==> config.mk <==
export PLATFORM = sky130hd
export DESIGN_NAME = latin_to_cyrillic_transliterator_top_flat
export DESIGN_NICKNAME = d
export VERILOG_FILES = /design/src/design/l2c_pkg.sv /design/src/design/l2c_req_if.sv /design/src/design/l2c_rsp_if.sv /design/src/design/latin_to_cyrillic_transliterator_top.sv /design/src/flat_wrapper.sv
export SDC_FILE = /design/constraint.sdc
export NUM_CORES = 1
export LEC_CHECK = 0
export BUFFER_PORTS_ARGS = -buffer_cell sky130_fd_sc_hd__buf_2
export CAP_MARGIN = 10
export CORE_MARGIN = 2
export CORE_UTILIZATION = 45
export DETAILED_ROUTE_END_ITERATION = 10
export GPL_ROUTABILITY_DRIVEN = 1
export PLACE_DENSITY = 0.59
export SLEW_MARGIN = 20
export SYNTH_ARGS = -nofsm -noshare
export SYNTH_HDL_FRONTEND = slang
export SYNTH_SLANG_ARGS = --single-unit
==> constraint.sdc <==
create_clock -name clock -period 6.4 [get_ports clock]
set_input_delay 1.92 -clock clock [delete_from_list [all_inputs] [get_ports clock]]
set_output_delay 1.92 -clock clock [all_outputs]
set_load 0.02 [all_outputs]
==> src/design/l2c_pkg.sv <==
`default_nettype none

package l2c_pkg;

   // Latin codes that the matcher looks at directly.
   localparam logic [6:0] CH_UC_A = 7'h41;
   localparam logic [6:0] CH_UC_Z = 7'h5A;
   localparam logic [6:0] CH_LC_A = 7'h61;
   localparam logic [6:0] CH_LC_Z = 7'h7A;
   localparam logic [6:0] CH_LC_C = 7'h63;
   localparam logic [6:0] CH_LC_H = 7'h68;
   localparam logic [6:0] CH_LC_S = 7'h73;
   localparam logic [6:0] CH_UC_S = 7'h53;
   localparam logic [6:0] CH_UC_X = 7'h58;
   localparam logic [6:0] CH_LC_X = 7'h78;

   // Cyrillic codes that are emitted outside the letter table.
   localparam logic [15:0] CYR_LC_ES    = 16'h0441;
   localparam logic [15:0] CYR_LC_KA    = 16'h043A;
   localparam logic [15:0] CYR_LC_SHCHA = 16'h0449;
   localparam logic [15:0] CYR_UC_SHCHA = 16'h0429;

   // Single-letter mapping for capitals A to Z and for small a to z.
   localparam logic [15:0] UPPER_MAP [26] = '{
      16'h0410, 16'h0411, 16'h041A, 16'h0414, 16'h0415, 16'h0424, 16'h0490,
      16'h0413, 16'h0406, 16'h0419, 16'h041A, 16'h041B, 16'h041C, 16'h041D,
      16'h041E, 16'h041F, 16'h041A, 16'h0420, 16'h0421, 16'h0422, 16'h0423,
      16'h0412, 16'h0412, 16'h041A, 16'h0418, 16'h0417
   };
   localparam logic [15:0] LOWER_MAP [26] = '{
      16'h0430, 16'h0431, 16'h043A, 16'h0434, 16'h0435, 16'h0444, 16'h0491,
      16'h0433, 16'h0456, 16'h0439, 16'h043A, 16'h043B, 16'h043C, 16'h043D,
      16'h043E, 16'h043F, 16'h043A, 16'h0440, 16'h0441, 16'h0442, 16'h0443,
      16'h0432, 16'h0432, 16'h043A, 16'h0438, 16'h0437
   };

   // True for a Latin letter in either case.
   function automatic logic is_letter(input logic [6:0] c);
      return ((c >= CH_UC_A) && (c <= CH_UC_Z)) || ((c >= CH_LC_A) && (c <= CH_LC_Z));
   endfunction

   // Table code of a Latin letter; the caller has checked that it is one.
   function automatic logic [15:0] letter_code(input logic [6:0] c);
      logic [6:0] off;
      if (c <= CH_UC_Z) begin
         off = c - CH_UC_A;
         return UPPER_MAP[off[4:0]];
      end
      off = c - CH_LC_A;
      return LOWER_MAP[off[4:0]];
   endfunction

   // True for a letter that may open a digraph, and so has to be held back.
   function automatic logic is_lead(input logic [6:0] c);
      case (c)
         7'h7A, 7'h73, 7'h63, 7'h6B, 7'h74,
         7'h5A, 7'h53, 7'h43, 7'h4B, 7'h54: return 1'b1;
         default: return 1'b0;
      endcase
   endfunction

   // Code of the digraph formed by a lead letter followed by a small h.
   function automatic logic [15:0] digraph_code(input logic [6:0] c);
      case (c)
         7'h7A: return 16'h0436;
         7'h73: return 16'h0448;
         7'h63: return 16'h0447;
         7'h6B: return 16'h0445;
         7'h74: return 16'h0437;
         7'h5A: return 16'h0416;
         7'h53: return 16'h0428;
         7'h43: return 16'h0427;
         7'h4B: return 16'h0425;
         7'h54: return 16'h0417;
         default: return 16'h0000;
      endcase
   endfunction

endpackage

`default_nettype wire

==> src/design/l2c_req_if.sv <==
`default_nettype none

interface l2c_req_if #(
   parameter int CHAR_BITS = 16
);
   logic                 valid;
   logic                 ready;
   logic [CHAR_BITS-1:0] char_code;
   logic                 text_end;

   modport source (output valid, output char_code, output text_end, input ready);
   modport sink   (input valid, input char_code, input text_end, output ready);
endinterface

`default_nettype wire

==> src/design/l2c_rsp_if.sv <==
`default_nettype none

interface l2c_rsp_if;
   logic        valid;
   logic        ready;
   logic [15:0] out_code;
   logic        run_last;
   logic        text_done;

   modport source (output valid, output out_code, output run_last, output text_done,
                   input ready);
   modport sink   (input valid, input out_code, input run_last, input text_done,
                   output ready);
endinterface

`default_nettype wire

==> src/design/latin_to_cyrillic_transliterator_top.sv <==
`default_nettype none

// Latin to Cyrillic transliterator. Each request transaction carries one Latin
// code unit; the block matches greedily, longest spelling first, and returns
// from zero to four Cyrillic code units as response transactions, the last one
// of each request flagged by run_last, and the final one of the text also by
// text_done. Up to three letters of a possible digraph or of shch are held
// back until they are decided or text_end flushes them. A request is decided
// in the cycle it is accepted and its results are loaded into a four-entry
// result buffer that drains one transaction per cycle while the receiver is
// ready; a plain letter gives one result, x gives two, and a broken held shc
// gives up to four. The next request is taken in the same cycle as the last
// result of the previous one.
module latin_to_cyrillic_transliterator_top #(
   parameter int CHAR_BITS = 16
) (
   input  wire        clock,
   input  wire        reset,
   l2c_req_if.sink    req_ch,
   l2c_rsp_if.source  rsp_ch
);

   // Lookahead state: number of held letters and the first of them.
   // The second held letter is always h and the third always c.
   logic [1:0]  count_ff, count_in;
   logic [6:0]  p0_ff, p0_in;

   // Result buffer.
   logic [15:0] res_ff [4];
   logic [15:0] res_in [4];
   logic [2:0]  left_ff, left_in;
   logic [1:0]  ptr_ff, ptr_in;
   logic        end_ff, end_in;

   logic        accept;
   logic        take;

   logic [CHAR_BITS-1:0] x;
   logic [6:0]  x7;
   logic        x_ascii;
   logic        x_is_h;
   logic        x_is_c;
   logic        text_end;

   // Decision of the incoming character on its own.
   logic        tail_wait;
   logic [15:0] tail_code [2];
   logic [1:0]  tail_n;

   logic [15:0] pre [2];
   logic [1:0]  pre_n;
   logic [15:0] tl [2];
   logic [1:0]  tl_n;
   logic [2:0]  res_n;
   logic [2:0]  k;

   assign take   = rsp_ch.valid && rsp_ch.ready;
   assign req_ch.ready = (left_ff == 3'd0) || ((left_ff == 3'd1) && rsp_ch.ready);
   assign accept = req_ch.valid && req_ch.ready;

   assign x        = req_ch.char_code;
   assign x7       = x[6:0];
   assign x_ascii  = (x[CHAR_BITS-1:7] == '0);
   assign x_is_h   = x_ascii && (x7 == l2c_pkg::CH_LC_H);
   assign x_is_c   = x_ascii && (x7 == l2c_pkg::CH_LC_C);
   assign text_end = req_ch.text_end;

   // The incoming character treated as the start of a fresh match.
   always_comb begin
      tail_wait    = !text_end && x_ascii && l2c_pkg::is_lead(x7);
      tail_code[1] = l2c_pkg::CYR_LC_ES;
      if (x_ascii && l2c_pkg::is_letter(x7)) begin
         tail_code[0] = l2c_pkg::letter_code(x7);
      end else begin
         tail_code[0] = x[15:0];
      end
      if (tail_wait) begin
         tail_n = 2'd0;
      end else if (x_ascii && ((x7 == l2c_pkg::CH_LC_X) || (x7 == l2c_pkg::CH_UC_X))) begin
         tail_n = 2'd2;
      end else begin
         tail_n = 2'd1;
      end
   end

   // Greedy match of the held letters followed by the incoming character.
   always_comb begin
      pre[0]   = l2c_pkg::digraph_code(p0_ff);
      pre[1]   = l2c_pkg::CYR_LC_KA;
      pre_n    = 2'd0;
      tl       = tail_code;
      tl_n     = tail_n;
      count_in = tail_wait ? 2'd1 : 2'd0;
      p0_in    = tail_wait ? x7 : p0_ff;
      case (count_ff)
         2'd0: begin
         end
         2'd1: begin
            if (x_is_h) begin
               p0_in = p0_ff;
               if (!text_end && ((p0_ff == l2c_pkg::CH_UC_S) ||
                                 (p0_ff == l2c_pkg::CH_LC_S))) begin
                  tl_n     = 2'd0;
                  count_in = 2'd2;
               end else begin
                  tl[0]    = l2c_pkg::digraph_code(p0_ff);
                  tl_n     = 2'd1;
                  count_in = 2'd0;
               end
            end else begin
               pre[0] = l2c_pkg::letter_code(p0_ff);
               pre_n  = 2'd1;
            end
         end
         2'd2: begin
            if (x_is_c && !text_end) begin
               p0_in    = p0_ff;
               tl_n     = 2'd0;
               count_in = 2'd3;
            end else begin
               pre_n = 2'd1;
            end
         end
         default: begin
            if (x_is_h) begin
               p0_in    = p0_ff;
               tl[0]    = (p0_ff == l2c_pkg::CH_UC_S) ? l2c_pkg::CYR_UC_SHCHA
                                                       : l2c_pkg::CYR_LC_SHCHA;
               tl_n     = 2'd1;
               count_in = 2'd0;
            end else begin
               pre_n = 2'd2;
            end
         end
      endcase
      if (text_end) begin
         count_in = 2'd0;
      end
   end

   // Results in order: the flushed prefix, then the tail.
   always_comb begin
      res_n = {1'b0, pre_n} + {1'b0, tl_n};
      for (int i = 0; i < 4; i++) begin
         k = 3'(i) - {1'b0, pre_n};
         if (3'(i) < {1'b0, pre_n}) begin
            res_in[i] = pre[1'(i)];
         end else begin
            res_in[i] = tl[k[0]];
         end
      end
   end

   // Buffer control: load on a new request, otherwise step on each transaction.
   always_comb begin
      left_in = left_ff;
      ptr_in  = ptr_ff;
      end_in  = end_ff;
      if (accept) begin
         left_in = res_n;
         ptr_in  = 2'd0;
         end_in  = text_end;
      end else if (take) begin
         left_in = left_ff - 3'd1;
         ptr_in  = ptr_ff + 2'd1;
      end
   end

   always_ff @(posedge clock) begin
      if (reset) begin
         count_ff <= 2'd0;
         left_ff  <= 3'd0;
      end else begin
         left_ff <= left_in;
         if (accept) begin
            count_ff <= count_in;
         end
      end
   end

   always_ff @(posedge clock) begin
      ptr_ff <= ptr_in;
      end_ff <= end_in;
      if (accept) begin
         p0_ff  <= p0_in;
         res_ff <= res_in;
      end
   end

   // Response channel.
   assign rsp_ch.valid     = (left_ff != 3'd0);
   assign rsp_ch.out_code  = res_ff[ptr_ff];
   assign rsp_ch.run_last  = (left_ff == 3'd1);
   assign rsp_ch.text_done = (left_ff == 3'd1) && end_ff;

endmodule

`default_nettype wire

==> src/flat_wrapper.sv <==
// flat-port wrapper written by rule: the top's interface ports become plain ports
module latin_to_cyrillic_transliterator_top_flat 
#(
   parameter int CHAR_BITS = 16
)
  (clock, reset, req_ch_valid, req_ch_char_code, req_ch_text_end, req_ch_ready, rsp_ch_valid, rsp_ch_out_code, rsp_ch_run_last, rsp_ch_text_done, rsp_ch_ready);
  l2c_req_if #(.CHAR_BITS(CHAR_BITS)) req_ch_i ();
  l2c_rsp_if rsp_ch_i ();
  input  wire clock;
  input  wire reset;
  input wire logic [$bits(req_ch_i.valid)-1:0] req_ch_valid;
  input wire logic [$bits(req_ch_i.char_code)-1:0] req_ch_char_code;
  input wire logic [$bits(req_ch_i.text_end)-1:0] req_ch_text_end;
  output wire logic [$bits(req_ch_i.ready)-1:0] req_ch_ready;
  output wire logic [$bits(rsp_ch_i.valid)-1:0] rsp_ch_valid;
  output wire logic [$bits(rsp_ch_i.out_code)-1:0] rsp_ch_out_code;
  output wire logic [$bits(rsp_ch_i.run_last)-1:0] rsp_ch_run_last;
  output wire logic [$bits(rsp_ch_i.text_done)-1:0] rsp_ch_text_done;
  input wire logic [$bits(rsp_ch_i.ready)-1:0] rsp_ch_ready;
  assign req_ch_i.valid = req_ch_valid;
  assign req_ch_i.char_code = req_ch_char_code;
  assign req_ch_i.text_end = req_ch_text_end;
  assign req_ch_ready = req_ch_i.ready;
  assign rsp_ch_valid = rsp_ch_i.valid;
  assign rsp_ch_out_code = rsp_ch_i.out_code;
  assign rsp_ch_run_last = rsp_ch_i.run_last;
  assign rsp_ch_text_done = rsp_ch_i.text_done;
  assign rsp_ch_i.ready = rsp_ch_ready;
  latin_to_cyrillic_transliterator_top #(.CHAR_BITS(CHAR_BITS)) u_core (.clock(clock), .reset(reset), .req_ch(req_ch_i), .rsp_ch(rsp_ch_i));
endmodule
==> metrics.csv, run 1 <==
stage,metric,value,unit
placement,placed inst area,5280,µm²
logic_synthesis,Post-synth ARST share,0,%
floorplanning,Ports,41,
floorplanning,Core Area,10940,µm²
placement,IO buf count,40,
power_and_ir_drop,Pleak,2.004,nW
clocking,CTS Buf Count,9,
timing,fmax,187.0,MHz
logic_synthesis,post-synthesis cell area,5095,µm²
routing,Detailed Routing Iterations Pass 1,5,
logic_synthesis,"Top FF cell, synth",edfxtp_1,
timing,Slew Limit Fails,0,
critical_path,worst-path maximum fanout,20,
power_and_ir_drop,power per cell area,291.3,nW/µm²
worst_hold_path,Hold Crit Class,reg2reg,
critical_path,startpoint types,input pin,
floorplanning,Die Span Y,110.4,µm
floorplanning,starting density of the core,46.59,%
clocking,post-CTS setup buffer count,0,
logic_synthesis,YS warnings,0,
timing,Rel. slew slack,31.15,%
clocking,CTS tree,built,
clocking,Skew-Pair Late Insertion Delay,0.33,ns
global_routing,remaining global-route overflow,0,
critical_path,CP Class,in2reg,
critical_path,CP Capture Type,flip-flop,
logic_synthesis,"flops & latches, synth",63,
logic_synthesis,xor and xnor area share after synthesis,2.235,%
clocking,H-tree levels,3,
finish,layout cells sized above 1,14.00,%
logic_synthesis,Compound-Gate Fraction of Synth Area,20.19,%
global_routing,GRT Overall Usage,22.13,%
timing,Tmin final,5.346,ns
global_routing,largest net degree at the start of global routing,62,
finish,fin util,50.95,%
timing,Clock Skew,0.009637,ns
logic_synthesis,"Net Count, Synth",628,
timing,Hold Slack,0.5519,ns
timing,Fin Setup TNS,0,ns
placement,Inst Count DP,724,
routing,antenna violation net count after detailed routing,0,
finish,fill cell count,1085,
logic_synthesis,sequential element share of the synthesized area,35.76,%
finish,number of diodes,0,
timing,"Hold Vio Cnt, Final",0,
power_and_ir_drop,maximum vdd ir drop,0.2384,mV
logic_synthesis,largest family of logic cells by synthesized area,simple AND/OR/NAND/NOR gates,
routing,DR iter-0 viols,323,
logic_synthesis,number of synthesized flops with an enable pin,56,
finish,design area,5572,µm²
logic_synthesis,mux contribution to synthesized area,5.255,%
floorplanning,Die X,110.4,µm
clocking,CTS Hold Bufs,0,
clocking,post-cts sizing count,0,
routing,WL final,13280,µm
global_routing,global-route wire length before repair,22020,µm
logic_synthesis,cells after synthesis,588,
floorplanning,# rows,38,
logic_synthesis,Synth Area in Adders,5.206,%
placement,GPL Wtd Cong,0.9006,
timing,count of final setup violators,0,
timing,fin crit share,83.54,%
timing,RSZ-0062 raised after global routing,no,
flow_run,max-cap viol count,0,
finish,# nets final,635,
critical_path,WP data required,6.66,ns
global_routing,vias in the first global route,4259,
routing,wire per inst,17.95,µm
finish,synthesis-to-layout area growth,9.357,%
logic_synthesis,Synth Area in Simple Gates,26.06,%
clocking,clock sink total,63,
routing,drt via density,6.055,
floorplanning,die footprint,12190,µm²
finish,Post-Layout Cell Count,740,
critical_path,Worst EP arrival,5.61,ns
routing,vias post-DR,4481,
global_routing,initial antenna violation count,0,
critical_path,reg2reg setup slack,2.55,ns
clocking,Worst-path clk slew,0.05,ns
clocking,Root Driver,clkbuf_16,
logic_synthesis,number of distinct library cells after synthesis,81,
routing,DR DRC count,0,
logic_synthesis,syn avg cell area,8.665,µm²
timing,Worst Tran Pin Value,1.031,ns
run_status,outcome,"complete, no violations",
clocking,clock buffer depth,2,
placement,DP HPWL,9474,µm
==> routing by layer <==
metal	GRT usage (%)	wire [µm]	vias to the layer above	part of all wire, %
met5	0	0	-	0
met4	6.417	356	0	2.7
met3	3.842	730	36	5.5
met2	35.87	6091	151	46
met1	30.48	6104	2098	46
li1	-	-	2196	-
==> state kept, by name, indices dropped and copies added (netlist names) <==
name and cells:
u_core.p0_ff 7, u_core.end_ff 1, u_core.count_ff 2, u_core.left_ff 3
u_core.ptr_ff 2, u_core.res_ff 48
==> final cells by class <==
class	count	area [µm²]	area share, %
clock buffer	10	229.0	4.110
clock inverter	6	61.31	1.100
inverter	16	60.06	1.078
multi-input combinational	463	3008	53.99
sequential	63	1823	32.72
tap	140	175.2	3.144
timing repair buffer	42	215.2	3.863
==> synth_stat cells, types with 8 or more instances <==
library cell | number | area [µm²]
mux2i_1 | 20 | 200.2
edfxtp_1 | 56 | 1682
nor3_1 | 17 | 85.08
and2_1 | 16 | 100.1
clkbuf_1 | 32 | 120.1
nand2_1 | 56 | 210.2
xor2_1 | 8 | 70.07
ha_1 | 18 | 225.2
a211oi_1 | 8 | 60.06
nor2b_1 | 9 | 56.30
o21ai_0 | 50 | 250.2
a21oi_1 | 28 | 140.1
a31oi_1 | 8 | 50.05
nand2b_1 | 15 | 93.84
nor2_1 | 54 | 202.7
nand3_1 | 19 | 95.09
inv_1 | 16 | 60.06
and3_1 | 10 | 62.56
==> cell families after synthesis <==
| kind of cell | Yosys count |
|---|---|
| flip-flops | 63 |
| AND/OR/NAND/NOR | 249 |
| AO/OA/AOI/OAI | 155 |
| buffers and inverters | 62 |
| adder cells (fa/ha/maj) | 21 |
| XOR/XNOR | 13 |
| multiplexers | 25 |
==> worst max-delay path, stage by stage <==
cell and delay (ns):
buf_2 0.20, inv_1 0.19, ha_1 0.36, inv_1 0.13, or3_1 0.48, nor3_1 0.32, nor2_1 0.22, a21oi_1 0.17
buf_4 0.20, inv_1 0.25, ha_1 0.31, fa_1 0.48, nand2_1 0.05, o211ai_1 0.10, o21ai_0 0.11, nor2_1 0.11
==> worst paths after layout <==
path | from | depth (start not counted) | to
max | req_ch_char_code[0] | 16 | u_core.left_ff[1]
max reg2reg | u_core.p0_ff[0] | 9 | u_core.res_ff[48]
min reg2reg | u_core.left_ff[1] | 2 | u_core.left_ff[1]
min | u_core.left_ff[1] | 2 | u_core.left_ff[1]
==> stage by stage <==
stage / power [W] / setup slack, ns
after floorplan: 0.001004 / 1.300
after global placement: 0.001154 / 0.9114
after detailed placement: 0.001166 / 0.7514
after CTS: 0.001641 / 1.082
after global routing: 0.001720 / 0.7017
final: 0.001623 / 1.054
==> placed cells by master, fill, tap and decap left out, types with 7 or more instances in the layout <==
cell type / n
clkbuf_16: 9
ha_1: 18
buf_2: 40
nand2_1: 56
xor2_1: 8
nand3_1: 19
mux2i_1: 20
nand3b_1: 7
o21ai_0: 50
and2_1: 16
and3_1: 10
nor2_1: 54
nor2b_1: 9
a211oi_1: 8
edfxtp_1: 56
o211ai_1: 7
a31oi_1: 8
inv_1: 16
a21oi_1: 28
nor3_1: 16
nand2b_1: 15
==> power breakdown <==
group	internal (W)	leakage (nW)	switching, W	total [W]
Clock	0.000300	0.142	0.000175	0.000474
Combinational	0.000181	1.28	0.000321	0.000502
Sequential	0.000575	0.577	0.0000725	0.000647
Power figures use the tool's default switching activity.
==> inputs of run 2 (changes only) <==
clock period = 5.5 ns   (was 6.4 ns; I/O delays follow)
==> run 2 against run 1 <==
- final area up 0.40%
- die area unchanged
- largest power group unchanged
- non-clock buffer count up 3
- clock power up 16%
==> metrics.csv, run 2 (synthesis gave the netlist of run 1 again) <==
stage,metric,value,unit,change
run_status,outcome,"complete, no violations",,
critical_path,startpoint types,input pin,,
routing,WL met2,6406,µm,+5.2%
finish,fill cell count,1069,,-1.5%
floorplanning,Die X,110.4,µm,unchanged
finish,FF/Latch Area,1823,µm²,unchanged
clocking,Skew-Pair Late Insertion Delay,0.33,ns,about the same
critical_path,reg2reg setup slack,1.68,ns,-0.87 ns
finish,most frequent cells in the layout,"56 x nand2_1, 56 x edfxtp_1, 54 x nor2_1, 50 x o21ai_0, 40 x buf_2",,
timing,Worst Tran Pin Value,1.131,ns,+0.09974 ns
routing,DR DRC count,0,,unchanged
finish,max FFs per register,48,,unchanged
finish,number of diodes,0,,unchanged
routing,vias post-DR,4533,,+1.2%
critical_path,worst-path maximum fanout,20,,unchanged
placement,IO buf count,40,,unchanged
critical_path,CP Capture Type,flip-flop,,
routing,DRT met1 WL,6243,µm,+2.3%
timing,Clock Skew,0.007152,ns,-0.002486 ns
routing,DR iter-0 viols,370,,+15%
timing,fin crit share,86.18,%,
clocking,post-cts sizing count,0,,unchanged
placement,GPL Wtd Cong,0.9201,,+2.2%
clocking,CTS tree,built,,
finish,Post-Layout Cell Count,743,,+0.41%
floorplanning,# rows,38,,unchanged
timing,count of final setup violators,0,,unchanged
finish,synthesis-to-layout area growth,9.799,%,
routing,antenna violation net count after detailed routing,0,,unchanged
finish,fin util,51.16,%,+0.21 points
clocking,CTS Buf Count,9,,unchanged
placement,DP HPWL,9598,µm,+1.3%
finish,largest registers,"u_core.res_ff x48, u_core.p0_ff x7, u_core.left_ff x3",,
routing,Detailed Routing Iterations Pass 1,6,,+1
power_and_ir_drop,power per cell area,339.1,nW/µm²,+16%
global_routing,largest net degree at the start of global routing,61,,-1.6%
clocking,CTS Hold Bufs,0,,unchanged
timing,Rel. slew slack,24.49,%,-6.7 points
flow_run,max-cap viol count,0,,unchanged
timing,worst setup margin,0.7603,ns,-0.2934 ns
routing,WL final,13600,µm,+2.4%
power_and_ir_drop,Final Power,0.001897,W,+17%
clocking,Root Driver,clkbuf_16,,
finish,# nets final,638,,+0.47%
floorplanning,starting density of the core,46.59,%,unchanged
critical_path,CP Class,in2reg,,
global_routing,GRT Overall Usage,22.23,%,+0.095 points
routing,Top Metal Used,met4,,
finish,layout cells sized above 1,14.26,%,+0.26 points
floorplanning,die footprint,12190,µm²,unchanged
placement,dpl ws,0.4962,ns,-0.2552 ns
routing,wire per inst,18.31,µm,+2.0%
power_and_ir_drop,maximum vdd ir drop,0.2116,mV,-11%
power_and_ir_drop,Pleak,2.008,nW,+0.18%
finish,largest reg by FF count,u_core.res_ff,,
worst_hold_path,Hold Crit Class,reg2reg,,
floorplanning,Die Span Y,110.4,µm,unchanged
clocking,post-CTS setup buffer count,0,,unchanged
clocking,H-tree levels,3,,unchanged
timing,Fin Setup TNS,0,ns,unchanged
timing,RSZ-0062 raised after global routing,no,,
global_routing,vias in the first global route,4265,,+0.14%
global_routing,remaining global-route overflow,0,,unchanged
critical_path,Worst EP arrival,4.95,ns,-0.66 ns
timing,Tmin final,4.740,ns,
timing,Slew Limit Fails,0,,unchanged
routing,met3 WL post-DR,740,µm,+1.4%
clocking,clock buffer depth,2,,unchanged
floorplanning,Ports,41,,unchanged
clocking,clock sink total,63,,unchanged
placement,Inst Count DP,727,,+0.41%
timing,fmax,211.0,MHz,
critical_path,WP data required,5.71,ns,-0.95 ns
clocking,Worst-path clk slew,0.05,ns,about the same
global_routing,initial antenna violation count,0,,unchanged
finish,multi-input logic area,3008,µm²,unchanged
timing,"Hold Vio Cnt, Final",0,,unchanged
routing,drt via density,6.101,,+0.75%
global_routing,global-route wire length before repair,22340,µm,+1.4%
floorplanning,Core Area,10940,µm²,unchanged
run 2: worst max-delay path, stage by stage:
cell	delay, ns
buf_2	0.21
inv_1	0.21
ha_1	0.38
inv_1	0.12
or3_1	0.48
nor3_1	0.34
nor2_1	0.25
a21oi_1	0.22
inv_1	0.08
ha_1	0.21
fa_1	0.37
nand2_1	0.07
o21ai_0	0.09
a22oi_1	0.21
nor2_1	0.05
run 2: per-stage QoR:
stage / cell area, µm² / hold WS [ns]
6_report: 5594 / 0.5326
3_3_place_gp: 5303 / 0.5037
5_1_grt: 5594 / 0.5654
2_1_floorplan: 5095 / 0.4779
4_1_cts: 5593 / 0.5218
3_5_place_dp: 5303 / 0.5108
run 2: power by group:
part	switching (W)	leakage (nW)	internal, W
logic	0.000375	1.30	0.000210
registers	0.0000898	0.577	0.000669
clock network	0.000204	0.132	0.000348
total	0.000669	2.01	0.00123
run 2: final cells by class:
class | count | area share, %
multi-input cells | 463 | 53.77
flip-flops and latches | 63 | 32.59
repair buffers | 45 | 4.250
clock buffers | 10 | 4.093
well taps | 140 | 3.131
clock inverters | 6 | 1.096
inverters | 16 | 1.074
run 2: worst paths after layout:
path,startpoint,endpoint,cells past startpoint
worst min register to register,u_core.left_ff[1],u_core.left_ff[1],2
worst max-delay path,req_ch_char_code[0],u_core.left_ff[2],15
worst min-delay path,u_core.left_ff[1],u_core.left_ff[1],2
worst max register to register,u_core.p0_ff[0],u_core.res_ff[54],9
run 2: layer usage:
layer	vias up	track usage, %
li1	2191	-
met1	2170	31.04
met2	155	35.87
met3	17	3.732
met4	0	5.833
met5	-	0
